===== config.mk =====
export PLATFORM = sky130hd
export DESIGN_NAME = lffc_chain
export DESIGN_NICKNAME = d
export VERILOG_FILES = /design/src/hdl/lffc_pkg.sv /design/src/hdl/lffc_cell.sv /design/src/hdl/lffc_chain.sv
export SDC_FILE = /design/constraint.sdc
export NUM_CORES = 1
export LEC_CHECK = 0
export ABC_CLOCK_PERIOD_IN_PS = 3500
export BUFFER_PORTS_ARGS = -buffer_cell sky130_fd_sc_hd__buf_2
export CAP_MARGIN = 25
export CORE_MARGIN = 1.5
export CORE_UTILIZATION = 45
export DETAILED_ROUTE_END_ITERATION = 8
export MAX_ROUTING_LAYER = met4
export SLEW_MARGIN = 5
export SYNTH_ARGS = -nofsm -noshare
export SYNTH_HDL_FRONTEND = slang
export SYNTH_SLANG_ARGS = --single-unit
export TNS_END_PERCENT = 30

===== constraint.sdc =====
create_clock -name clk -period 3.5 [get_ports clk]
set_clock_uncertainty 0.2 [all_clocks]
set_input_delay 0.525 -clock clk [delete_from_list [all_inputs] [get_ports clk]]
set_output_delay 0.525 -clock clk [all_outputs]
set_load 0.1 [all_outputs]

===== src/hdl/lffc_pkg.sv =====
// Package: shared constants, codes and types of the last-field frequency counter.
package lffc_pkg;

  localparam int MAX_ENTRIES_DEF = 64;
  localparam int NAME_BYTES_DEF  = 64;
  localparam int CHUNK_BYTES_DEF = 256;

  localparam logic [7:0] COLON_CHAR   = 8'h3A;
  localparam logic [7:0] NEWLINE_CHAR = 8'h0A;

  localparam logic [1:0] ACT_BYTE = 2'd0;
  localparam logic [1:0] ACT_END  = 2'd1;
  localparam logic [1:0] ACT_READ = 2'd2;

  localparam logic [2:0] STAT_HIT      = 3'd0;
  localparam logic [2:0] STAT_NEW      = 3'd1;
  localparam logic [2:0] STAT_FULL     = 3'd2;
  localparam logic [2:0] STAT_TOO_LONG = 3'd3;
  localparam logic [2:0] STAT_READ     = 3'd4;

  typedef enum logic [3:0] {
    ST_IDLE,
    ST_SR_LEN,
    ST_SR_LENW,
    ST_CMP,
    ST_CNT_R,
    ST_CNT_W,
    ST_COPY,
    ST_RD_REQ,
    ST_RD_WAIT,
    ST_EMIT
  } state_t;

  // control for the field buffer chain
  typedef struct packed {
    logic       load;
    logic       rotate;
    logic [7:0] data;
  } chain_ctl_t;

endpackage


===== src/hdl/lffc_cell.sv =====
// One byte cell of the field buffer chain.
module lffc_cell (
  input  logic       clk,
  input  logic       load,
  input  logic [7:0] load_byte,
  input  logic       rotate,
  input  logic [7:0] from_next,
  output logic [7:0] q
);

  always_ff @(posedge clk) begin
    if (load) begin
      q <= load_byte;
    end else if (rotate) begin
      q <= from_next;
    end
  end

endmodule


===== src/hdl/lffc_chain.sv =====
// Field buffer: a ring of byte cells that rotates toward cell 0.
module lffc_chain #(
  parameter int NAME_BYTES = lffc_pkg::NAME_BYTES_DEF
) (
  input  logic                          clk,
  input  lffc_pkg::chain_ctl_t          ctl,
  input  logic [$clog2(NAME_BYTES)-1:0] load_pos,
  output logic [7:0]                    head
);

  logic [7:0] q [NAME_BYTES];

  for (genvar g = 0; g < NAME_BYTES; g++) begin : g_cell
    lffc_cell u_cell (
      .clk       (clk),
      .load      (ctl.load && (load_pos == ($clog2(NAME_BYTES))'(g))),
      .load_byte (ctl.data),
      .rotate    (ctl.rotate),
      .from_next (q[(g + 1) % NAME_BYTES]),
      .q         (q[g])
    );
  end

  assign head = q[0];

endmodule


# [Word level (Yosys, flattened, before mapping)]
# Cells that the tools add are included.
[totals] word_cells=384 ff_bits=512 input_bits=17
[classes] n_reduce_logical=129 n_eq_ne=63 n_mux=128
[ops] cell="$mux 8" n=128
[ops] cell="$eq 6x6->1 const B" n=32
[ops] cell="$reduce_bool 2->1" n=64
[ops] cell="$eq 6x5->1 const B" n=16
[ops] cell="$logic_and 1x1->1" n=64
[ops] cell="$eq 6x4->1 const B" n=8
[ops] cell="$eq 6x3->1 const B" n=4
[ops] cell="$eq 6x2->1 const B" n=2
[ops] cell="$eq 6x1->1 const B" n=1
[ops] cell="$logic_not 6->1" n=1

# [Depth between registers and ports, before layout]
[depth] word_depth=3 ltp_mapped=5 ltp_nobuf=3

# [Cells and area by module]
# From an unflattened synthesis, not the netlist that was laid out.
[hier_totals] hier_cells=1245 hier_area_um2=24652.4
[by_module_without_submodules] module="lffc_cell" cells_each=18 area_per_inst_um2=377.9 instances=64
[by_module_without_submodules] module="lffc_chain" cells_each=93 area_per_inst_um2=469.2 instances=1

# [Least setup slack after synthesis]
# OpenSTA, ideal clock, no wires.
[synth_timing] path_type="in2reg" start="input port load_pos[4]" end="register g_cell[13].u_cell.q[0] (data pin)" arrival_time_ns=1.850 path_buffers=2 stages=5 setup_slack_ns=1.190 cell_sequence="clkbuf_1 or3b_1 buf_2 nor2_2 mux2_2"
[synth_between] elab_chain_len=3
[synth_lines] item="from (decl)" line="lffc_chain.sv:7" rtl="input logic [$clog2(NAME_BYTES)-1:0] load_pos,"
[synth_lines] item="$eq 6x4->1" line="lffc_chain.sv:16" rtl=".load (ctl.load && (load_pos == ($clog2(NAME_BYTES))'(g))),"
[synth_lines] item="$logic_and 1x1->1" line="lffc_chain.sv:16"
[synth_lines] item="$mux 8" line="lffc_cell.sv:12" rtl="if (load) begin"
[synth_lines] item="to (signal assigned)" line="lffc_cell.sv:13" rtl="q <= load_byte;"
[synth_lines] item="to (signal assigned)" line="lffc_cell.sv:15" rtl="q <= from_next;"
[synth_lines] item="to (decl)" line="lffc_cell.sv:8" rtl="output logic [7:0] q"
# No other way between the ends.
# A chain may end at the register's enable or synchronous reset.

# [Worst setup path after layout]
[layout_timing] start="input port load_pos[3]" end="register g_cell[32].u_cell.q[0], enable pin"
[layout_between] elab_chain_len=3
[layout_lines] item="$eq 6x6->1" line="lffc_chain.sv:16"
[layout_lines] item="$logic_and 1x1->1" line="lffc_chain.sv:16"
[layout_lines] item="$reduce_bool 2->1 (no source line)"
[layout_lines] item="to (signal assigned)" line="lffc_cell.sv:13"
[layout_lines] item="to (signal assigned)" line="lffc_cell.sv:15"
[layout_lines] item="to (decl)" line="lffc_cell.sv:8"
# No other way between the ends.

==> metrics.md <==
| Metric | Value |
|---|---|
| Status | complete, no violations |
| First-pass GRT wire length | just under 70000 um |
| Per-cell routed wire length | 22.4 um |
| Post-synthesis average cell area | ~18 um^2 |
| Worst slew pin tran | 0.871 ns |
| Synthesized area | approximately 0.022 mm^2 |
| Cell Int Power | 10.8 mW |
| RePlAce Congestion | 0.791 |
| Final net count | 1300 |
| Max capacitance violation total | 0 |
| Grt peak-use layer | met2 |
| Combinational power share | under 10% |
| Seq pwr share | 53.2% |
| Number of global-route vias before repair | 11414 |
| Root Driver | clkbuf_16 |
| Clk pin slew, worst setup/hold paths | 0.06 ns |
| CORE AREA | roughly 0.05 mm^2 |
| Total Neg Setup Slack | 0 ns |
| Final Setup Violations | 0 |
| Clock power frac | approximately two fifths |
| Antenna violations before repair | 2 |
| Worst path arrival time | 2.37 ns |
| Total congestion overflow | 0 |
| Syn Inst Count | 1257 |
| Hold WC Path Type | flip-flop to flip-flop |
| Vias per inst | 5.41 |
| Largest regs | g_cell.u_cell.q x512 |
| Layout cells sized above 1 | 51.9% |
| Total CTS buffers | 54 |
| Synth unique cells | 26 |
| Worst-Skew Late Latency | around 0.61 ns |
| Max reg flops | 512 |
| Port Buffers | 24 |
| Setup WS post-layout | ~1.2 ns |
| Synth-to-Final Area Change | 11.7% |
| First-pass DRT Iterations | 5 |
| 1st-iter DRT viols | 646 |
| Die height | 227 um |
| Post-synth top area share | 68.3% |
| Post-DP HPWL | 27400 um |
| Post-CTS Setup Repair Bufs | 0 |
| Global-route usage over all layers | roughly a fifth |
| Final period utilization | around two thirds |
| H-tree levels | 2 |
| Fillers | 3974 |
| Fmax | 0.434 GHz |
| Area of the multi-input gates | 0.00679 mm^2 |
| DR DRC count | 0 |
| Max IR drop VDD | approximately 0.00036 V |
| Initial core utilization | 45.8% |
| Via count | 10767 |
| Slew HR | 41.9% |
| Clock Path Buffers | 3 |
| ANT nets after route | 0 |
| Core Rows | 81 |
| GR Util met3 | 3.19% |
| NetSw | 2.90 mW |
| Yosys Warn Count | 0 |
| DIE WIDTH | approximately 230 um |
| Final WL | 44600 um |
| Synthesized Nets | 1274 |
| Largest net degree at the start of global routing | 65 |
| GR met2 Demand/Resource | about 29% |
| RSZ-0062 raised after global routing | false |
| Fin crit period | between 2 and 2.5 ns |
| Worst Path Class, Setup | input port to flip-flop |
| Post-cts sizing count | 0 |
| Hold_buf cts | 0 |
| Top cells by area, synth | edfxtp_1, mux2_2, mux2_1 |
| # IOs | 25 |
| CTS tree | built |
| CP Capture Type | flip-flop |
| Total power per unit cell area | 546 mW/mm^2 |
| Final hold slack | between 0.3 and 0.4 ns |
| Final hold vios | 0 |
| Synthesized flop and latch total | approximately 510 |
| Data required time of the critical path | about 3.6 ns |
| Clock sinks | between 500 and 600 |
| Post-synth top area cell | edfxtp_1 |
| Max Slew Vio Count | 0 |
| CP startpoint kind | input port |
| Reg with most FFs | g_cell.u_cell.q |
| Most frequent cells in the layout | edfxtp_1, mux2_2, clkbuf_16 |
| Commonest non-fill, non-tap cell in the layout | edfxtp_1 |
| Met1 GRT Util | ~25% |
| CP Max Fanout | 16 |
| Die area | a little over 0.05 mm^2 |
| LEAKAGE | about 8.6 nW |
| Layout Utilization | 51.1% |
| Post-synthesis sequential area ratio | 68.3% |
| Pre-CTS setup slack | 0.585 ns |
| FF+latch area | 0.0154 mm^2 |
| Switching Share | 21.2% |
final timing paths:
check | startpoint | to | slack (ns) | cells past startpoint
min | g_cell[13].u_cell.q[1] | g_cell[12].u_cell.q[1] | 0.33 | 1
max | load_pos[3] | g_cell[32].u_cell.q[0] | 1.20 | 4
min reg2reg | g_cell[13].u_cell.q[1] | g_cell[12].u_cell.q[1] | 0.33 | 1
max reg2reg | g_cell[0].u_cell.q[0] | g_cell[63].u_cell.q[0] | 2.33 | 1
Yosys cell counts, drive strengths merged:
| cell | instances |
|---|---|
| nor4b | 4 |
| nand4 | 1 |
| nor3b | 1 |
| nand3 | 1 |
| nor2 | 20 |
| buf | 24 |
| clkbuf | 57 |
| nand2b | 44 |
| mux2 | 512 |
| nand4b | 4 |
| nor4 | 1 |
| and4bb | 1 |
| nor4bb | 5 |
| or2 | 20 |
| edfxtp | 512 |
| nand3b | 2 |
| nand2 | 44 |
| or3b | 1 |
| and3 | 1 |
| and3b | 2 |
critical path, stage by stage:
cell,delay (ns)
buf_2,0.21
nor4_2,0.70
nand2_1,0.48
nand2b_1,0.44
per-layer routing:
metal / vias up / part of all wire (%)
met1: 5571 / 46
met5: - / 0
met4: 0 / 2.0
li1: 4943 / -
met3: 65 / 4.3
met2: 188 / 47
power groups by stage:
stage	Combinational [mW]	Clock (mW)	Sequential [mW]
floorplan	0.527	0	7.40
global placement	0.748	0	7.42
detailed placement	0.761	0	7.42
CTS	0.771	5.78	7.30
global route	0.836	6.00	7.33
finish	0.764	5.65	7.30
layout make-up:
| class | count | area share (%) |
|---|---|---|
| sequential | 512 | 61.2 |
| multi-input combinational | 664 | 27.0 |
| clock buffer | 61 | 5.56 |
| tap | 664 | 3.31 |
| timing repair buffer | 51 | 1.59 |
| clock inverter | 36 | 1.35 |
| antenna | 2 | 0.0199 |
cells by family (layout without fill, tap and decap cells):
family                 count (synthesis)  after routing  share of synthesized area (%)
other                                  0              2                              0
multiplexers                         512            512                           25.6
AND/OR/NAND/NOR                      152            152                           4.54
flip-flops                           512            512                           68.3
buffers and inverters                 81            148                           1.48
metrics by stage:
| stage | power [mW] | instance area, um^2 | cells |
|---|---|---|---|
| global route | 14.2 | 25100 | 1990 |
| floorplan | 7.93 | 22500 | 1257 |
| finish | 13.7 | 25100 | 1990 |
| detailed placement | 8.18 | 23300 | 1889 |
| CTS | 13.8 | 25100 | 1986 |
| global placement | 8.17 | 23300 | 1889 |
Note: power is estimated with default switching activity, not from simulation.
