<file path="config.mk">
export PLATFORM = sky130hd
export DESIGN_NAME = lffc_ram
export DESIGN_NICKNAME = d
export VERILOG_FILES = /design/src/hdl/lffc_ram.sv
export SDC_FILE = /design/constraint.sdc
export NUM_CORES = 1
export LEC_CHECK = 0
export CORE_MARGIN = 4
export CORE_UTILIZATION = 55
export CTS_BUF_LIST = sky130_fd_sc_hd__clkbuf_8 sky130_fd_sc_hd__clkbuf_16
export DETAILED_ROUTE_END_ITERATION = 10
export DONT_BUFFER_PORTS = 1
export PLACE_DENSITY = 0.72
export SKIP_LAST_GASP = 1
export SYNTH_ARGS = -nofsm -noshare
export SYNTH_HDL_FRONTEND = slang
export SYNTH_SLANG_ARGS = --single-unit
</file>
<file path="constraint.sdc">
create_clock -name clk -period 2.9 [get_ports clk]
set_input_delay 0.58 -clock clk [delete_from_list [all_inputs] [get_ports clk]]
set_output_delay 0.58 -clock clk [all_outputs]
set_load 0.05 [all_outputs]
</file>
<file path="src/hdl/lffc_ram.sv">
// Generic single-port RAM with registered read.
module lffc_ram #(
  parameter int WIDTH = 8,
  parameter int DEPTH = 64
) (
  input  logic                     clk,
  input  logic                     we,
  input  logic [$clog2(DEPTH)-1:0] addr,
  input  logic [WIDTH-1:0]         wdata,
  output logic [WIDTH-1:0]         rdata
);

  logic [WIDTH-1:0] mem [DEPTH];

  always_ff @(posedge clk) begin
    if (we) begin
      mem[addr] <= wdata;
    end
    rdata <= mem[addr];
  end

endmodule

</file>
## Word-level counts from Yosys, hierarchy flattened

Memory sizes are Yosys's and may differ from the RTL's. A register that Yosys moved wholly into a read port is not among the register bits.
Index checks and enable logic that the tools add are counted.

- Muxes and demuxes: 2

Operators by type and width:

| operator | number |
|---|---|
| $mux 1 | 2 |

- Output and inout port bits: 8
- Bits of input ports: 16
- RAM bits: 512
- Register bits after elaboration: 0
- Memories: 1
- Logic and storage cells: 3

Memory list:

| memory | words | bits a word | rd ports | clocked after memory_dff | wr ports | line | text |
|---|---|---|---|---|---|---|---|
| mem | 64 | 8 | 1 | 1 | 1 | 13 | `logic [WIDTH-1:0] mem [DEPTH];` |

## Depth between registers and ports, before layout

Gate-level depths: netlist of the first run.

- Depth in word-level cells: 2
- Mapped depth: 10
- Depth with buffers taken out: 5

## Least setup slack after synthesis of the first run

OpenSTA, ideal clock, no wires.

- Kind: input -> register
- Start: in addr[1]
- End: mem mem[13][0] (enable)
- Slack: 0.221 ns
- Required time: 2.530 ns
- Stages: 7
- Setup time: 0.370 ns
- Buffers on the path: 4
- Arrival: 2.308 ns
- Cells stage by stage: buf_6 -> buf_6 -> nor2b_1 -> clkbuf_1 -> clkbuf_1 -> nand3_1 -> nor2_1

RTL lines:

| element | line | text |
|---|---|---|
| start: declaration | 8 | `input logic [$clog2(DEPTH)-1:0] addr,` |
| end: declaration | 13 |  |

Straight into the memory's write port.

==> results of run 1 <==
==> critical path, stage by stage, from the launching register on <==
cell and delay, ns:
edfxtp_1 0.38, mux4_2 0.52, mux2i_1 0.23, o22a_1 0.20
o311ai_0 0.29, or4_1 0.50
==> sequential cells by signal, summed over array words and instances (netlist names) <==
register,flops
rdata,8
mem,512
==> metrics by stage <==
step / utilization / hold WS [ns]
final: 0.627 / 0.0981
after global routing: 0.627 / 0.0873
after CTS: 0.627 / 0.0817
after detailed placement: 0.586 / 0.683
after global placement: 0.586 / 0.683
after floorplan: - / 0.563
==> metal layers <==
metal | up-vias | share of wire | GRT usage
li1 | 4916 | - | -
met1 | 5851 | 0.40 | 0.360
met2 | 665 | 0.45 | 0.368
met3 | 113 | 0.12 | 0.0777
met4 | 0 | 0.037 | 0.0927
met5 | - | 0 | 0
==> area by class of cell <==
class | instances | area (sq um) | area share
Timing Repair Buffer | 108 | 811 | 0.0353
Multi-Input combinational cell | 567 | 4510 | 0.197
Inverter | 3 | 11.3 | 0.000490
Sequential cell | 520 | 15500 | 0.676
Tap cell | 468 | 586 | 0.0255
Clock buffer | 53 | 1330 | 0.0577
Clock inverter | 39 | 188 | 0.00817
==> final timing paths <==
kind	depth (start not counted)	from	endpoint
hold / removal	0	wdata[6]	mem[60][6]
setup / recovery	5	mem[52][1]	rdata[1]
hold reg to reg	4	mem[41][0]	rdata[0]
setup reg to reg	5	mem[52][1]	rdata[1]
==> cell usage in the layout, fill, tap and decap left out, types with 22 or more instances in the layout <==
cell type	count
edfxtp_1	512
mux4_2	41
nor2_1	81
o22ai_1	22
clkbuf_16	53
buf_4	108
a21oi_1	28
nand2b_1	24
mux2i_1	63
a22oi_1	40
nand2_1	45
==> cell families (layout without fill, tap and decap cells) <==
logic type | count (synthesis) | count (layout)
AO/OA/AOI/OAI | 222 | 222
buffers and inverters | 84 | 203
flip-flops | 520 | 520
multiplexers | 116 | 116
AND/OR/NAND/NOR | 229 | 229
==> power by group through the flow <==
stage	combinational (mW)	sequential, mW	clock, mW
2_1_floorplan	0.451	8.56	0
3_3_place_gp	0.542	8.58	0
3_5_place_dp	0.548	8.58	0
4_1_cts	0.553	8.42	6.07
5_1_grt	0.590	8.42	6.41
6_report	0.561	8.42	6.02
==> out/summary.md, run 1 <==
The run finished with clean final reports. The die is 201 um wide. The tools report the total placed instance area as 21500 sq um. The tool flagged a number of max-cap violations equal to 0. The number of vias per cell was 6.57; the area enclosed by the die boundary was 40300 sq um. Subtracting the final worst setup slack from the clock period gives 2.24 ns.

The number of enable-type register cells in the synthesized netlist works out to 512. The net switching share of the total power was 0.205. For the count of warnings emitted by yosys, the log shows 0. The tools report the standard cell core area as 36600 sq um. Setup violations remaining at the end of the flow were counted as 0.

Actual transition at the worst max-transition pin: 0.966 ns. The worst setup path is launched from a flip-flop. Most frequent cell after synthesis: edfxtp_1. The net count of the finished layout is 1267. The height of the die works out to 201 um.

Initial core utilization: 0.559. The number of setup buffers added after CTS is 0. The remaining max-slew budget at the tightest pin is 0.355. For this run the aggregate overflow at the end of global routing stands at 0.

Setup repair after global routing left no endpoint under its margin. Synthesis produced a netlist with a net count of 1187. Synthesis inferred 520 register bits. The area share of xor/xnor cells in the synthesized design was 0; the share of post-route cells with drive strength above 1 was 0.178. Fill cells in the final layout number 2597. Main combinational cell family by area after synthesis: multiplexers.

Entering global routing, the biggest net connects 152 pins. For the final database, setup skew stands at 0.0158 ns. The synthesized design spends more area on one cell type than any other, namely edfxtp_1.

The first-pass iteration count of the detailed router was 10. The post-route DRC violation count came out at 0. The portion of netlist area occupied by mux cells was 0.0826; the fmax was 447 MHz. Detailed placement finished with a half-perimeter wire length of 30.6 mm.

The mean routed wirelength per cell works out to 28.9 um. Kind of critical path: reg -> reg. In this run the core area contains 70 standard-cell rows.

The tools report the required time of the critical path as 3.35 ns. In this run the register-to-register setup slack is 0.66 ns. Counting every instance in the synthesized netlist gives 1171. Arrival time of data at the critical path endpoint: 2.69 ns. The run gives 0.251 as the overall global routing resource usage.

Across all setup checks in the final design, the least slack found is 0.663 ns. The aggregate routed wire length is 50.9 mm. The via count of the first global-routing pass came out at 11300.

In this run the mean area of a mapped cell was 17.5 sq um. The run gives 75.1 mm as the wire length of the first global-routing pass. TritonCTS built the clock tree. The number of cells after detailed placement is 1666, and the portion of the clock cycle consumed by the worst path in the final layout is 0.771. The share of flip-flops with an asynchronous set or reset is 0, and the highest ir drop seen on vdd is 0.000424 V. At the end of routability-driven placement, the weighted congestion stood at 0.899. The internal power of the cells totals 11.9 mW.

The DRC violation total after the first TritonRoute iteration is 1591. CTS saw 520 sinks. Adder-cell area share of the yosys netlist: 0. Clock tree synthesis selected as its root buffer the cell clkbuf_16. The analysis attributes to cell leakage a power of 7.57 nW. The tools report the share of the yosys chip area belonging to registers as 0.760. The number of gates resized after CTS was 0.

The number of hold violations in the final report is 0. Ranked by total cell area, the synthesized netlist is headed by edfxtp_1 (75%), mux4_2 (4.5%), mux2i_1 (3.1%). Clock network power share: 0.401. Port buffering added 0 buffers. The run gives 23000 sq um as the final non-filler cell area. The number of antenna violations at the first check in global routing came out at 0. The combinational fraction of design power was 0.037; the maximum buffer depth of the clock tree was 3. Proportion of power drawn by flip-flops and latches: 0.561.

Type of element capturing the critical path: a flip-flop. The number of nets still failing antenna checks after routing is 0, and the count of hold-fix buffers inserted at cts is 0. The count of pins over their slew limit came out at 0. The simple logic cell fraction of the synthesized area is 0.0571, and the highest fanout seen on the critical path is 1. For the number of H-tree levels, the log shows 2. Prior to clock tree synthesis, the placed netlist has a worst setup slack of 0.133 ns. Overall power consumption after layout is estimated at 15.0 mW. The min-delay analysis places its worst path in the category in -> reg.

Once layout is complete, the cells apart from fillers number 1758. Synthesized-area fraction occupied by ao, oa, aoi and oai cells: 0.0808. For this design the ratio of total power to cell area is 653 nW/um^2.

Summing over every cut layer, the via total after detailed routing is 11500. The fraction of synthesized cell area taken by the top area cell type was 0.752. In the synthesized netlist the dominant register cell turns out to be edfxtp_1. In the synthesized netlist, the cells that appear most often are edfxtp_1 (512), nor2_1 (82), mux2i_1 (63). Clock-pin slew was measured on the worst setup and hold paths at 0.06 ns. 24 I/O pins were placed. After synthesis, the netlist uses 56 different library cells. The area growth from synthesis to layout was 12.3%.

Summed over all nets, the switching power comes to 3.07 mW. The synthesized cell area was 20400 sq um. In the final timing run, aggregate negative setup slack is 0 ns.

In this run, CTS created clock tree buffers numbering 51. 0 antenna diodes ended up in the layout. Clock latency on the worst-skew pair, taken at its later pin, is 0.58 ns.
No activity file was read; power rests on OpenSTA's default activity.
==> run 2: changes to the inputs <==
Settings changed: PLACE_DENSITY 0.72 to 0.75.
Clock period 2.9 ns to 1.9 ns, I/O delays scaled along.
==> run 2 against run 1 <==
Against the previous run:
- the run now ends with negative setup slack left
- fmax rose by 12%
- utilization rose by 3.2 points
- combinational power rose by 140%
- hold slack improved by 0.083 ns
- critical endpoint is now rdata[5]
==> out/summary.md, run 2 (same netlist as run 1, synthesis figures left out) <==
Net switching share of the total power: 0.212 (+0.00692). Standard-cell row count: 70 (unchanged). Clock tree synthesis selected as its root buffer the cell clkbuf_16. The power per unit of standard cell area came out at 967 nW/um^2 (+48%).

The run gives 2.33 ns (-1.02 ns) as the required time of the critical path. The number of cells after detailed placement was 1659 (-0.42%); the number of vias per cell was 6.69 (+1.9%). The library cell used most frequently in the layout, excluding fill and tap cells, is edfxtp_1. For the arrival time of data at the critical path endpoint, the log shows 2.42 ns (-0.27 ns). The tightest min-delay check is of the in -> reg type. The tools report the via count of the routed design as 11700 (+1.8%). The port buffer count is 0 (unchanged), and the portion of the clock cycle consumed by the worst path in the final layout is 1.05 (+0.277). The largest registers in the layout are mem x512, rdata x8.

The height of the die is 201 um (unchanged), and the count of fill cells added during filler insertion is 2386 (-8.1%). The run gives 0 (unchanged) as the number of max-cap violations. The DRC violation total after the first TritonRoute iteration was 1341 (-16%). The internal cell power came out at 18.4 mW (+54%). The logs give 4 (+4) for the setup-violating endpoint count in the final report and 0.392 (-0.009) for the clock network power share. Maximum buffer depth of the clock tree: 3 (unchanged). The mean routed wirelength per cell came out at 29.2 um (+0.89%). The flow ran to the end, but the final reports show violations. The share of post-route cells with drive strength above 1 is 0.253 (+0.0758). The worst setup path is captured at a flip-flop. The remaining max-slew budget at the tightest pin is 0.372 (+0.0172). The run gives 0.0207 ns (+0.00487 ns) as the post-route clock skew. The latest clock arrival within the worst-skew pair is 0.57 ns (about the same), and the overall power is 23.3 mW (+56%). For the number of setup buffers added after CTS, the log shows 0 (unchanged).

The wire length of the first global-routing pass is 76.7 mm (+2.1%). The actual transition at the worst max-transition pin is 0.940 ns (-0.0257 ns). The tools report the first-pass iteration count of the detailed router as 6 (-4). Half-perimeter wire length after detailed placement: 30.8 mm (+0.51%).

The highest fanout seen on the critical path came out at 1 (unchanged). The number of diodes came out at 0 (unchanged). The logs give 0 (unchanged) for the number of nets still failing antenna checks after routing and 0.550 (-0.011) for the proportion of power drawn by flip-flops and latches. The area growth from synthesis to layout is 18.0%.

The final weighted congestion in routability-driven placement was 0.860 (-4.3%). For the overall global routing resource usage, the log shows 0.254 (+0.00343). The run gives 1755 (-0.17%) as the number of non-filler instances in the completed layout.

Power dissipated by switching net loads: 4.94 mW (+61%). The combinational fraction of design power is 0.058 (+0.021). Worst hold slack across all endpoints: 0.181 ns (+0.0834 ns). Origin of the worst setup path: mem[36][5]. Aggregate negative setup slack: -0.249 ns (-0.249 ns). TritonCTS built the clock tree.

More flip-flops sit in one register than any other, and that register is mem. The maximum number of pins on one net before global-route repair was 152 (unchanged); the maximum cell stage delay along the critical path was 0.49 ns (-0.03 ns). The CTS sink count came out at 520 (unchanged). For the via count of the first global-routing pass, the log shows 11700 (+4.1%).

The total buffers and inverters traversed by the critical path is 0 (unchanged). The worst setup slack after layout came out at -0.0928 ns (-0.756 ns). The tools report the total placed instance area as 22300 sq um (+3.9%).

The standard cell core area is 36600 sq um (unchanged). The flip-flop count of the largest register, all copies and words added works out to 512 (unchanged). The worst setup path is of the reg -> reg kind. The horizontal die dimension is 201 um (unchanged). The number of antenna violations at the first check in global routing was 0 (unchanged); the aggregate routed wire length was 51.2 mm (+0.72%). The cell with the largest stage delay on the worst path is or4b_1. The number of nets in the finished design is 1265 (-0.16%), and the highest ir drop seen on vdd is 0.000694 V (+64%). The minimum clock period after layout works out to 1.99 ns (-0.244 ns).

The utilization of the core after routing was 0.659 (+0.0316). Final non-filler cell area: 24100 sq um (+5.0%). The register clock-pin slew on the reported worst setup and hold paths works out to 0.06 ns (about the same).

In this design, the largest share of critical-path delay is due to compound AO/OA/AOI/OAI gates. The boundary pin count was 24 (unchanged); the initial core utilization was 0.559 (unchanged). The checks that failed: negative setup slack.

The post-route DRC violation count came out at 0 (unchanged). The startpoint identified for the worst register-to-register timing path is mem[36][5]. The tools report the number of hold violations in the final report as 0 (unchanged). The count of pins over their slew limit came out at 0 (unchanged).

The total overflow reported by the global router was 0 (unchanged); the leakage power figure was 7.72 nW (+2.0%). The signal on the critical path passes through mux2_1 -> a221o_1 -> a22oi_2 -> o22ai_1 -> or4b_1. The worst slack at placement was -0.466 ns (-0.598 ns).

The worst hold path begins at addr[5]. The area enclosed by the die boundary was 40300 sq um (unchanged); the total CTS buffers was 50 (-2.0%). In the layout the commonest cells are edfxtp_1 (512), buf_4 (78), nor2_4 (64). The run gives 2 (unchanged) as the number of H-tree levels. STA classifies the critical path startpoint as a flip-flop. Fmax: 502 MHz (+12%). Setup repair after global routing could not meet its margin everywhere.
==> run 2: changes by cell type in the layout (fill, tap and decap cells not counted), moves of 4 or more <==
cell / before / now
nor2_1: 81 / 17
nor2_4: 0 / 64
buf_4: 108 / 78
buf_12: 0 / 21
buf_16: 0 / 8
mux2i_1: 63 / 56
mux2i_2: 0 / 6
nand2_1: 45 / 41
nand2_8: 0 / 4
nand3_1: 8 / 4
nand3_4: 0 / 4
==> run 2: final timing paths <==
kind         endpoint  slack [ns]  depth (start not counted)
max          rdata[5]       -0.09                          5
min          rdata[3]        0.18                          3
max reg2reg  rdata[5]       -0.09                          5
min reg2reg  rdata[6]        0.73                          3
==> run 2: routing by layer <==
metal  vias up  share of wire  global-route usage  routed length [um]
li1       4936              -                   -                   -
met1      5969           0.38               0.354               19400
met2       713           0.48               0.405               24500
met3       131           0.11              0.0595                5410
met4         0          0.037              0.0824                1910
met5         -              0                   0                   0
==> run 2: power by group through the flow <==
stage	clock (mW)	combinational (mW)	sequential, mW
2_1_floorplan	0	0.805	13.1
4_1_cts	9.22	1.34	12.8
6_report	9.14	1.36	12.8
5_1_grt	9.74	1.42	12.8
3_5_place_dp	0	1.07	13.1
3_3_place_gp	0	1.05	13.1
==> run 2: worst min-delay path, cell delays in order <==
cell and delay (ns):
nand2_1 0.09, nor2_1 0.13, or4_1 0.11
==> run 2: repair_timing <==
item / 4_1_cts / 5_1_grt
pin swaps: 4 / 1
endpoints found under the hold margin: 512 / 0
endpoints found under the setup margin: 4 / 5
hold buffers: 8 / 0
resized for setup: 20 / 5
==> run 2: layout make-up <==
type | count | area, sq um | area share
timing repair buffer | 107 | 1230 | 0.0508
clock inverter | 37 | 180 | 0.00747
multi-input combinational | 567 | 5260 | 0.218
tap | 468 | 586 | 0.0243
clock buffer | 53 | 1330 | 0.0550
inverter | 3 | 11.3 | 0.000467
sequential | 520 | 15500 | 0.644
